### config.mk
export PLATFORM = sky130hd
export DESIGN_NAME = llxc_norm
export DESIGN_NICKNAME = d
export VERILOG_FILES = /design/src/design/llxc_pkg.sv /design/src/design/llxc_norm.sv
export SDC_FILE = /design/constraint.sdc
export NUM_CORES = 2
export LEC_CHECK = 0
export BUFFER_PORTS_ARGS = -buffer_cell sky130_fd_sc_hd__buf_2
export CORE_UTILIZATION = 35
export DETAILED_ROUTE_END_ITERATION = 6
export PLACE_DENSITY = 0.56
export SLEW_MARGIN = 20
export SYNTH_ARGS = -nofsm -noshare
export SYNTH_HDL_FRONTEND = slang
export SYNTH_SLANG_ARGS = --single-unit
export TNS_END_PERCENT = 20
### constraint.sdc
create_clock -name clk -period 42.9 [get_ports clk]
set_clock_uncertainty 0.15 [all_clocks]
set_input_delay 6.435 -clock clk [delete_from_list [all_inputs] [get_ports clk]]
set_output_delay 6.435 -clock clk [all_outputs]
set_load 0.01 [all_outputs]
### src/design/llxc_pkg.sv
// Shared constants and types for the lead-lag cross-correlation unit.
package llxc_pkg;

    localparam int MAX_SAMPLES_DEF   = 4096;
    localparam int MAX_LAG_STEPS_DEF = 31;

    localparam int IN_TDATA_W  = 128;
    localparam int OUT_TDATA_W = 136;
    localparam int OUT_TUSER_W = 2;
    localparam int CFG_IDX_W   = 2;
    localparam int CFG_DATA_W  = 32;

    localparam logic [CFG_IDX_W-1:0] REG_LAG_STEP   = 2'd0;
    localparam logic [CFG_IDX_W-1:0] REG_LAG_K      = 2'd1;
    localparam logic [CFG_IDX_W-1:0] REG_VAR_FLOOR  = 2'd2;

    localparam logic [31:0] LAG_STEP_RST  = 32'd1000000;
    localparam logic [4:0]  LAG_K_RST     = 5'd10;
    localparam logic [31:0] VAR_FLOOR_RST = 32'd1;

    localparam logic [63:0] SPAN_LIMIT  = 64'd4000000000000000000;
    localparam logic [20:0] Q_POS_LIMIT = 21'd524287;
    localparam logic [20:0] Q_NEG_LIMIT = 21'd524288;
    localparam int          MIN_COUNT   = 3;

    typedef struct packed {
        logic signed [63:0] t_open;
        logic signed [63:0] t_close;
        logic signed [32:0] delta;
    } ivl_t;

    typedef struct packed {
        logic signed [37:0] lag_time;
        logic signed [19:0] corr;
    } curve_t;

endpackage

### src/design/llxc_norm.sv
// Normalizer: floor(sqrt(rv_a * rv_b)) by partial products and a bit-pair square root.
module llxc_norm
    import llxc_pkg::*;
(
    input  logic        clk,
    input  logic        rst_n,
    input  logic        start,
    input  logic [63:0] rv_a,
    input  logic [63:0] rv_b,
    output logic        done,
    output logic [63:0] norm
);

    localparam logic [1:0] PH_IDLE = 2'd0;
    localparam logic [1:0] PH_MUL  = 2'd1;
    localparam logic [1:0] PH_ROOT = 2'd2;

    logic [1:0]   phase_reg;
    logic [5:0]   cnt_reg;
    logic         done_reg;
    logic [127:0] acc_reg;
    logic [127:0] op_reg;
    logic [64:0]  rem_reg;
    logic [63:0]  root_reg;

    logic [31:0]  half_a;
    logic [31:0]  half_b;
    logic [63:0]  pp;
    logic [127:0] pp_sh;
    logic [127:0] acc_next;
    logic [66:0]  rem_sh;
    logic [66:0]  trial;
    logic [66:0]  rem_sub;
    logic         fits;

    always_comb
    begin
        half_a = cnt_reg[1] ? rv_a[63:32] : rv_a[31:0];
        half_b = cnt_reg[0] ? rv_b[63:32] : rv_b[31:0];
        pp     = half_a * half_b;
        case (cnt_reg[1:0]) inside
            2'd0:       pp_sh = {64'd0, pp};
            2'd1, 2'd2: pp_sh = {32'd0, pp, 32'd0};
            default:    pp_sh = {pp, 64'd0};
        endcase
        acc_next = acc_reg + pp_sh;
        rem_sh   = {rem_reg, op_reg[127:126]};
        trial    = {1'b0, root_reg, 2'b01};
        fits     = rem_sh >= trial;
        rem_sub  = rem_sh - trial;
    end

    always_ff @(posedge clk or negedge rst_n)
    begin
        if (!rst_n)
        begin
            phase_reg <= PH_IDLE;
            cnt_reg   <= '0;
            done_reg  <= 1'b0;
        end
        else
        begin
            done_reg <= 1'b0;
            unique case (phase_reg)
                PH_IDLE:
                begin
                    if (start)
                    begin
                        phase_reg <= PH_MUL;
                        cnt_reg   <= '0;
                    end
                end
                PH_MUL:
                begin
                    cnt_reg <= cnt_reg + 6'd1;
                    if (cnt_reg[1:0] == 2'd3)
                    begin
                        phase_reg <= PH_ROOT;
                        cnt_reg   <= '0;
                    end
                end
                PH_ROOT:
                begin
                    cnt_reg <= cnt_reg + 6'd1;
                    if (cnt_reg == 6'd63)
                    begin
                        phase_reg <= PH_IDLE;
                        done_reg  <= 1'b1;
                    end
                end
                default: phase_reg <= PH_IDLE;
            endcase
        end
    end

    always_ff @(posedge clk)
    begin
        if (phase_reg == PH_IDLE && start)
        begin
            acc_reg <= '0;
        end
        else if (phase_reg == PH_MUL)
        begin
            acc_reg <= acc_next;
            if (cnt_reg[1:0] == 2'd3)
            begin
                op_reg   <= acc_next;
                rem_reg  <= '0;
                root_reg <= '0;
            end
        end
        else if (phase_reg == PH_ROOT)
        begin
            op_reg <= {op_reg[125:0], 2'b00};
            if (fits)
            begin
                rem_reg  <= rem_sub[64:0];
                root_reg <= {root_reg[62:0], 1'b1};
            end
            else
            begin
                rem_reg  <= rem_sh[64:0];
                root_reg <= {root_reg[62:0], 1'b0};
            end
        end
    end

    assign done = done_reg;
    assign norm = root_reg;

endmodule

==> metrics.yaml <==
outcome: "finished clean"
initial_utilization_pct: 35.3
dieHeight_um: 426
die_x_um: 426
avgSynthCellArea_um2: 8.45
slew_viol_final: 0
synth_ff_type: "edfxtp_1"
n_fill_cell: 18252
number_of_flops_mapped_to_enable_cells_by_yosys: 257
critical_path_arrival_ns: 19.37
cts-resized-gates: 0
tns_ns: 0
max_frequency_mhz: 52.2
floorplan.core_area_um2: 178000
ys_warn_count: 0
timing.max_cap.violations: 0
clock_slew_at_reported_path_ffs_ns: 0.07
ctsHoldBuffers: 0
cpPeakStageDelay_ns: 0.80
synthesis.area_um2: 62900
gp_congestion: 0.972
worstSkewPairLatency_ns: 0.63
tritoncts: "done"
grt.total_usage_pct: 24.3
drc: 0
asyncSetResetFlopFracSynth_pct: 2.28
antenna_found_initial: 4
routed_via_density: 5.46
post_synthesis_sequential_element_count: 394
cts_buffers: 45
buffer_ports.inserted: 195
final_hold_viol_count: 0
final_net_count: 8857
multi_input_area_um2: 46800
post_drt_wl_per_cell_um: 22.8
criticalPathCategory: "primary input to register"
synth-seq-area-share_pct: 16.7
via_count: 53294
path_max_fanout: 15
timing.critical_path.mode_cell: "fa_1"
critical-path-top-delay-family: "adder cells"
worst_ep_required_time_ns: 43.12
antenna_cells_inserted: 0
die_area_um2: 181000
grt_first_pass_wirelength_mm: 335
synth_cell_types: 88
cts_num_sinks: 394
worst_setup_path_start_kind: "primary input"
timing.critical_path.to_type: "register"
std_cell_rows: 155
worstHoldPathType: "register to register"
layout_min_cycle_time_ns: 19.15
final-setup-viol-count: 0
maximum_number_of_pins_on_one_net_before_global_route_repair: 176
cts_root_buffer: "clkbuf_16"
cts.repair_timing.setup_buffer_count: 0
dpl.hpwl_mm: 178
area_growth_pct: 7.58
postSynthNetCount: 8938
drt_iter0_markers: 4734
num_io_pins: 196
max-clock-path-buffers: 3
final-seq-area_um2: 10500
grt_setup_unrepaired: "false"
layout-drive-gt1-share_pct: 7.42
netlist_top_cells_area: "fa_1, edfxtp_1, ha_1"
detailedRoute.firstPassIterationCount: 6
gr-total-overflow: 0
worst_slew_pin_slew_ns: 1.12
drtAntennaViolNets: 0
post-synth-top-area-fraction_pct: 28.5
cp_num_buf_inv: 5
slowest_stage: "mux2i_4"
max-slew-margin-rel_pct: 24.4
rrSetupSlack_ns: 28.02
drt_wl_total_mm: 223
number_of_h_tree_levels: 2
post_syn_instances: 7446
first_global_vias: 52907
min_period_over_period_pct: 44.6
yosys.area.top_type: "fa_1"
==> metal layers <==
layer  wire length, um  GRT usage [%]  up-vias
li1                  -              -    24115
met1             93800           32.7    26834
met2            104000           39.6     1940
met3             14800           3.25      403
met4              9890           9.10        2
met5                14              0        -
==> final timing paths <==
path                                            from                   endpoint  cells past startpoint
max                                          rv_a[2]      op_reg[116]$_DFFE_PP_                     38
min                        acc_reg[104]$_SDFFE_PP0P_  acc_reg[104]$_SDFFE_PP0P_                      2
max reg2reg                   cnt_reg[1]$_DFFE_PN0P_      op_reg[116]$_DFFE_PP_                     38
min reg2reg                acc_reg[104]$_SDFFE_PP0P_  acc_reg[104]$_SDFFE_PP0P_                      2
max in group asynchronous                      rst_n     cnt_reg[1]$_DFFE_PN0P_                      1
min in group asynchronous                      rst_n             done$_DFF_PN0_                      1
==> synthesized netlist by cell type, types with 31 or more instances <==
cell type and count:
inv_1 1150, nor2_1 926, fa_1 897, nand2_1 883, ha_1 464, a21oi_1 454, clkbuf_1 373, o21ai_0 286
edfxtp_1 257, a21o_1 159, xnor2_1 130, dfxtp_1 128, nand4_1 123, mux2i_1 121, o21bai_1 90, mux2_2 86
nand3_1 83, xor2_1 79, and2_1 68, nor3_1 54, a211oi_1 49, o21a_1 42, and3_1 35, nand2b_1 33
a31oi_1 31
==> cell families after synthesis <==
kind of cell,synth area share (%)
adders and majority gates,37.8
and+or+nand+nor,15.9
buffers and inverters,9.35
DFF,16.7
muxes,3.46
xor gates and xnor gates,2.91
AOI/OAI and AO/OA,13.9
==> layout by cell type (no fill, tap or decap), types with 13 or more instances in the layout <==
master and instances:
and2_1 67, buf_2 195, nand2b_1 33, a21oi_1 454, nand2_1 883, mux2i_2 33
a22o_1 27, xnor2_1 130, o21ai_0 286, fa_1 897, dfxtp_1 128, nor2_1 924
clkbuf_1 16, o21bai_1 90, o21a_1 42, a31oi_1 31, inv_1 1149, or3_1 27
nor4_1 18, o31ai_1 19, o211ai_1 26, and3_1 35, buf_4 86, ha_1 462
clkbuf_16 45, a21boi_0 13, edfxtp_1 257, a21o_1 159, a211oi_1 48, a31o_2 15
or2_2 21, mux2_2 86, nand3_1 83, nor3_1 53, xor2_1 79, nor2b_1 23
mux2i_1 77, nand4_1 123
==> tightest hold or removal path, cell delays in order, from the launching register on <==
cell and delay (ns):
dfxtp_1 0.31, nand2_1 0.06, a21oi_1 0.06
==> area by class of cell <==
class / count / share of cell area (%)
clock inverter: 17 / 0.231
inverter: 1153 / 6.40
multi-input combinational: 5489 / 69.2
tap: 2355 / 4.35
timing repair buffer: 282 / 2.43
clock buffer: 66 / 1.85
sequential: 394 / 15.5
==> through the flow <==
stage / hold slack (ns) / util [%] / instances / area (um2) / setup WS, ns
after floorplan: 0.291 / - / 7446 / 62900 / 15.88
final: 0.322 / 37.9 / 9756 / 67700 / 23.75
after global routing: 0.339 / 37.9 / 9756 / 67700 / 23.15
after global placement: 0.307 / 37.1 / 9673 / 66300 / 23.18
after detailed placement: 0.312 / 37.1 / 9673 / 66300 / 23.29
after CTS: 0.322 / 37.9 / 9756 / 67700 / 23.89
Power is not shown: default switching activity piles up to over one toggle a cycle in this logic, so the estimate is an artifact.
